## config.mk

```make
export PLATFORM = sky130hd
export DESIGN_NAME = spa_dist_unit
export DESIGN_NICKNAME = d
export VERILOG_FILES = /design/src/rtl/core/superpixel_pixel_assignment_defines.svh /design/src/rtl/core/spa_pkg.sv /design/src/rtl/core/spa_dist_unit.sv
export SDC_FILE = /design/constraint.sdc
export NUM_CORES = 2
export LEC_CHECK = 0
export BUFFER_PORTS_ARGS = -buffer_cell sky130_fd_sc_hd__buf_2
export CORE_UTILIZATION = 64
export CTS_BUF_LIST = sky130_fd_sc_hd__clkbuf_16
export CTS_CLUSTER_DIAMETER = 80
export CTS_CLUSTER_SIZE = 10
export DETAILED_ROUTE_END_ITERATION = 10
export PLACE_DENSITY = 0.9
export RECOVER_POWER = 50
export SKIP_LAST_GASP = 1
export SYNTH_ARGS = -nofsm -noshare
export SYNTH_HDL_FRONTEND = slang
export SYNTH_SLANG_ARGS = --single-unit
```

## constraint.sdc

```tcl
create_clock -name aclk -period 8.7 [get_ports aclk]
set_clock_uncertainty 0.05 [all_clocks]
set_input_delay 2.61 -clock aclk [delete_from_list [all_inputs] [get_ports aclk]]
set_output_delay 2.61 -clock aclk [all_outputs]
set_load 0.05 [all_outputs]
```

## src/rtl/core/superpixel_pixel_assignment_defines.svh

```systemverilog
// Assertion macros for the superpixel pixel assignment block.
// Included by files that carry concurrent assertions; no other dependencies.
`ifndef SUPERPIXEL_PIXEL_ASSIGNMENT_DEFINES_SVH
`define SUPERPIXEL_PIXEL_ASSIGNMENT_DEFINES_SVH

// same-cycle implication, disabled during reset
`define SPA_ASSERT_NOW(label, clk, rstn, ante, cons, msg) \
    label: assert property (@(posedge clk) disable iff (!rstn) (ante) |-> (cons)) \
        else $error(msg);

// next-cycle implication, disabled during reset
`define SPA_ASSERT_NEXT(label, clk, rstn, ante, cons, msg) \
    label: assert property (@(posedge clk) disable iff (!rstn) (ante) |=> (cons)) \
        else $error(msg);

`endif

```

## src/rtl/core/spa_pkg.sv

```systemverilog
// Shared types, widths and codes for the superpixel pixel assignment block.
// No dependencies.
package spa_pkg;

    localparam int MAX_CLUSTERS = 256;
    localparam int MAX_DIM      = 2048;

    localparam int SLOT_W   = 8;
    localparam int TBL_AW   = $clog2(MAX_CLUSTERS);
    localparam int CNT_W    = 9;
    localparam int COORD_W  = 11;
    localparam int COL_W    = 8;
    localparam int NCH      = 3;
    localparam int WGT_W    = 12;
    localparam int DIM_W    = 12;
    localparam int CHC_W    = 2;
    localparam int SQ_W     = 2 * COORD_W;
    localparam int SQXY_W   = SQ_W + 1;
    localparam int SQC_W    = 2 * COL_W;
    localparam int CSUM_W   = SQC_W + 2;
    localparam int PROD_W   = WGT_W + SQXY_W;
    localparam int DIST_W   = 40;

    localparam int CFG_IDX_W  = 3;
    localparam int CFG_DATA_W = 12;

    localparam logic [CFG_IDX_W-1:0] REG_SPATIAL_WEIGHT  = 3'd0;
    localparam logic [CFG_IDX_W-1:0] REG_WINDOW_HALF_X   = 3'd1;
    localparam logic [CFG_IDX_W-1:0] REG_WINDOW_HALF_Y   = 3'd2;
    localparam logic [CFG_IDX_W-1:0] REG_CHANNEL_COUNT   = 3'd3;
    localparam logic [CFG_IDX_W-1:0] REG_ACTIVE_CLUSTERS = 3'd4;
    localparam logic [CFG_IDX_W-1:0] REG_IMAGE_WIDTH     = 3'd5;
    localparam logic [CFG_IDX_W-1:0] REG_IMAGE_HEIGHT    = 3'd6;

    localparam logic CMD_LOAD  = 1'b0;
    localparam logic CMD_PIXEL = 1'b1;

    localparam logic [DIST_W-1:0] DIST_ALL_ONES = '1;
    localparam logic [CNT_W-1:0]  CLUSTER_LIMIT = CNT_W'(MAX_CLUSTERS);
    localparam logic [DIM_W-1:0]  DIM_LIMIT     = DIM_W'(MAX_DIM);

    // cluster table entry, also used for the pixel under test
    typedef struct packed {
        logic [COORD_W-1:0]   x;
        logic [COORD_W-1:0]   y;
        logic [NCH*COL_W-1:0] colour;
    } entry_t;

    typedef struct packed {
        logic [WGT_W-1:0]   weight;
        logic [COORD_W-1:0] half_x;
        logic [COORD_W-1:0] half_y;
        logic [CHC_W-1:0]   channels;
    } dist_cfg_t;

    typedef struct packed {
        logic              valid;
        logic              hit;
        logic [SLOT_W-1:0] idx;
    } cand_tag_t;

    typedef struct packed {
        logic              valid;
        logic              hit;
        logic [SLOT_W-1:0] idx;
        logic [DIST_W-1:0] distance;
    } cand_t;

endpackage

```

## src/rtl/core/spa_dist_unit.sv

```systemverilog
// Shared distance pipeline: window test and weighted squared distance, one slot per cycle.
// Depends on spa_pkg.
module spa_dist_unit (
    input  logic               aclk,
    input  logic               aresetn,
    input  spa_pkg::dist_cfg_t cfg_i,
    input  spa_pkg::entry_t    pixel_i,
    input  spa_pkg::cand_tag_t tag_i,
    input  spa_pkg::entry_t    entry_i,
    output spa_pkg::cand_t     cand_o,
    output logic               busy_o
);

    spa_pkg::cand_tag_t tag1_reg, tag2_reg, tag3_reg, tag4_reg, tag5_reg;

    logic [spa_pkg::COORD_W-1:0] dx1_reg, dy1_reg;
    logic [spa_pkg::COL_W-1:0]   dc1_reg [spa_pkg::NCH];
    logic [spa_pkg::SQ_W-1:0]    sqx2_reg, sqy2_reg;
    logic [spa_pkg::SQC_W-1:0]   sqc2_reg [spa_pkg::NCH];
    logic [spa_pkg::SQXY_W-1:0]  sxy3_reg;
    logic [spa_pkg::CSUM_W-1:0]  csum3_reg, csum4_reg;
    logic [spa_pkg::PROD_W-1:0]  prod4_reg;
    logic [spa_pkg::DIST_W-1:0]  dist5_reg;

    logic [spa_pkg::COORD_W-1:0] dx, dy;
    logic [spa_pkg::COL_W-1:0]   dc [spa_pkg::NCH];
    logic                        in_window;

    always_comb begin
        dx = (pixel_i.x > entry_i.x) ? pixel_i.x - entry_i.x : entry_i.x - pixel_i.x;
        dy = (pixel_i.y > entry_i.y) ? pixel_i.y - entry_i.y : entry_i.y - pixel_i.y;
        in_window = (dx <= cfg_i.half_x) && (dy <= cfg_i.half_y);
        for (int u = 0; u < spa_pkg::NCH; u++) begin
            logic [spa_pkg::COL_W-1:0] pc, cc;
            pc = pixel_i.colour[u*spa_pkg::COL_W +: spa_pkg::COL_W];
            cc = entry_i.colour[u*spa_pkg::COL_W +: spa_pkg::COL_W];
            if (cfg_i.channels > spa_pkg::CHC_W'(u)) begin
                dc[u] = (pc > cc) ? pc - cc : cc - pc;
            end else begin
                dc[u] = '0;
            end
        end
    end

    always_ff @(posedge aclk) begin
        if (!aresetn) begin
            tag1_reg <= '0;
            tag2_reg <= '0;
            tag3_reg <= '0;
            tag4_reg <= '0;
            tag5_reg <= '0;
        end else begin
            tag1_reg.valid <= tag_i.valid;
            tag1_reg.hit   <= tag_i.hit && in_window;
            tag1_reg.idx   <= tag_i.idx;
            tag2_reg       <= tag1_reg;
            tag3_reg       <= tag2_reg;
            tag4_reg       <= tag3_reg;
            tag5_reg       <= tag4_reg;
        end
    end

    always_ff @(posedge aclk) begin
        dx1_reg  <= dx;
        dy1_reg  <= dy;
        sqx2_reg <= spa_pkg::SQ_W'(dx1_reg) * spa_pkg::SQ_W'(dx1_reg);
        sqy2_reg <= spa_pkg::SQ_W'(dy1_reg) * spa_pkg::SQ_W'(dy1_reg);
        for (int u = 0; u < spa_pkg::NCH; u++) begin
            dc1_reg[u]  <= dc[u];
            sqc2_reg[u] <= spa_pkg::SQC_W'(dc1_reg[u]) * spa_pkg::SQC_W'(dc1_reg[u]);
        end
        sxy3_reg  <= spa_pkg::SQXY_W'(sqx2_reg) + spa_pkg::SQXY_W'(sqy2_reg);
        csum3_reg <= spa_pkg::CSUM_W'(sqc2_reg[0]) + spa_pkg::CSUM_W'(sqc2_reg[1])
                   + spa_pkg::CSUM_W'(sqc2_reg[2]);
        prod4_reg <= spa_pkg::PROD_W'(cfg_i.weight) * spa_pkg::PROD_W'(sxy3_reg);
        csum4_reg <= csum3_reg;
        dist5_reg <= spa_pkg::DIST_W'(prod4_reg) + spa_pkg::DIST_W'(csum4_reg);
    end

    assign cand_o.valid    = tag5_reg.valid;
    assign cand_o.hit      = tag5_reg.hit;
    assign cand_o.idx      = tag5_reg.idx;
    assign cand_o.distance = dist5_reg;

    assign busy_o = tag1_reg.valid | tag2_reg.valid | tag3_reg.valid
                  | tag4_reg.valid | tag5_reg.valid;

endmodule

```

==> impl_metrics.toml <==
[run_status]
outcome = "finished with violations"
violations = "max-capacitance violations, max-slew violations"

[global_routing]
grt_max_degree = 51
met3_usage = 0.0393
busiest_layer = "met2"
overflow = 0
antenna_found_initial = 1
grt_first_pass_wirelength_um = 119000
first_global_vias = 26200
track_usage = 0.270
grt_use_met1 = 0.336
grt_util_met2 = 0.482

[finish]
drive_gt1_frac = 0.0745
antennaDiodeCount = 0
nets = 4827
regArea_um2 = 6270
largest_reg_flops = 45
nFillCells = 3788
final_util = 0.701
multi_input_area_um2 = 24500
syn2layout_area_growth_pct = 7.36

[clock_tree]
clk_pin_slew_ps = 50
postCtsSetupRepairBufs = 0
htreeDepth = 2
clockBufferDepth = 3
insertion_delay_ps = 570
cts.repair.resized = 0
cts_tree = "yes"
clock-sinks = 313
ctsHoldBuffers = 0
cts_root_buffer = "clkbuf_16"
cts_buffers = 39

[drt]
antenna_left = 0
finalWirelength_um = 69100
wl_per_cell_um = 15.3
route.detailed.drc = 0
avgViaCountPerCell = 5.52
via_count = 24900
drt_iter0_drc = 1363
first_pass_iters = 5

[synth]
ys_warn_count = 0
yosysUniqueCellTypes = 76
synth_edf_count = 0
ys_ff_latch = 313
synthesis.area_um2 = 33800
yosys.area.top_type = "fa_1"
async_flop_share = 0
yosysTopAreaCellShare = 0.260
ys.flop_type = "dfxtp_1"
syn_avg_cell_area_um2 = 9.15
synth-seq-area-share = 0.186
synth_cells = 3691
synth.top_cells.by_area = "fa_1 26%, dfxtp_1 19%, ha_1 16%"

[place]
routabilityCongestion = 0.935
dpl.hpwl_um = 56200
io_buffers = 186
post-place-ws_ps = 589

[floorplan]
rows = 83
ioPinCount = 191
die_height_um = 232
dieArea_um2 = 53700
start_util = 0.653
fp.dieW_um = 232
coreArea_um2 = 51700

[sta]
final_max_slew_viol_count = 51
tns_ps = 0
setup_viol = 0
fin_crit_ps = 7790
layout_setup_ws_ps = 906
hold_viol = 0
slew_headroom = -0.237
finalCritPeriodShare = 0.896
rsz0062_at_grt = "no"
timing.fmax_mhz = 128
tightest_slew_ps = 1860

[critical_path]
start_kind = "input pin"
crit_path_end_kind = "flop"
required_ps = 9070
slowest_stage = "clkbuf_1"
path_class = "in2reg"
max_stage_delay_ps = 800
crit_chain = "clkbuf_1 -> nand2_1 -> fa_1 -> inv_1 -> ha_1 -> ha_1 -> inv_1 -> fa_1 -> inv_1 -> ha_1 -> inv_1 -> fa_1 -> nor2b_1 -> o21a_1 -> o21ai_1 -> a2111oi_0 -> o221ai_1 -> buf_4 -> o21ai_4 -> a21oi_1 -> o211a_1"
path_common_cell = "inv_1"
critical_path_arrival_ps = 8170
crit_fanout = 23

[min_path]
hp-class = "reg2reg"

[flow_run]
max_cap_viol_count = 1
## placed cells by master (no fill, tap or decap), types with 40 or more instances in the layout
master / n
nor3_1: 44
and2_1: 194
dfxtp_1: 313
nor2_1: 115
and2_0: 44
fa_1: 438
buf_2: 181
a21o_1: 89
nor2b_1: 50
a21oi_1: 136
inv_1: 676
nand2_1: 373
o21ai_0: 74
nand3_1: 46
xnor2_1: 155
xor2_1: 51
ha_1: 429
clkbuf_16: 40
## cell families after synthesis
logic type      after synthesis  synth area share
xor+xnor                    206            0.0534
flops                       313             0.186
compound gates              495            0.0982
fa+ha+maj                   867             0.419
other cells                   1          0.000111
mux                          40            0.0124
buf+inv                     786            0.0881
simple gates                983             0.144
## through the flow
stage / std cells / area [µm²] / hold WS (ps)
2_1_floorplan: 3697 / 33800 / 260
3_3_place_gp: 4459 / 35200 / 260
3_5_place_dp: 4459 / 35200 / 262
4_1_cts: 4507 / 36300 / 275
5_1_grt: 4507 / 36300 / 274
6_report: 4507 / 36300 / 276
## layer usage
layer	wire [µm]	part of all wire
met1	28800	0.42
met2	34200	0.49
met3	4420	0.064
met4	1710	0.025
met5	10	0.00014
## critical path: cells and delay by family
kind | cells | cell delay, ps
buffers and inverters | 6 | 1270
adder cells (fa/ha/maj) | 6 | 2210
AO/OA/AOI/OAI | 7 | 1730
AND/OR/NAND/NOR | 2 | 320
## final timing paths
check             depth (start not counted)  slack (ps)             to     startpoint
setup reg to reg                         20        2700   sqy2_reg[21]     dy1_reg[2]
hold / removal                            0         280  csum4_reg[14]  csum3_reg[14]
setup / recovery                         21         910  prod4_reg[34]      cfg_i[24]
hold reg to reg                           0         280  csum4_reg[14]  csum3_reg[14]
## cells in the mapped netlist, types with 21 or more instances
master    count
nand4_1      23
nand2_1     373
clkbuf_1    100
nand2b_1     22
nor2_1      115
o21ai_0      73
a31oi_1      22
xnor2_1     155
o21a_1       36
nor3_1       44
dfxtp_1     313
nor2b_1      50
xor2_1       51
a21oi_1     134
inv_1       676
and2_1      237
and3_1       23
fa_1        438
a211oi_1     21
mux2i_1      26
a21o_1       89
nand3_1      46
ha_1        429
## area by class of cell
cell class                 count  area share
multi-input combinational   2598       0.677
timing repair buffer         192      0.0267
sequential                   313       0.173
inverter                     676      0.0700
clock buffer                  40      0.0276
tap                          680      0.0235
clock inverter                 8     0.00238
Power is left out: the tool's default activity adds up to more than one toggle a clock period on the data nets, which glitch-free logic cannot reach.
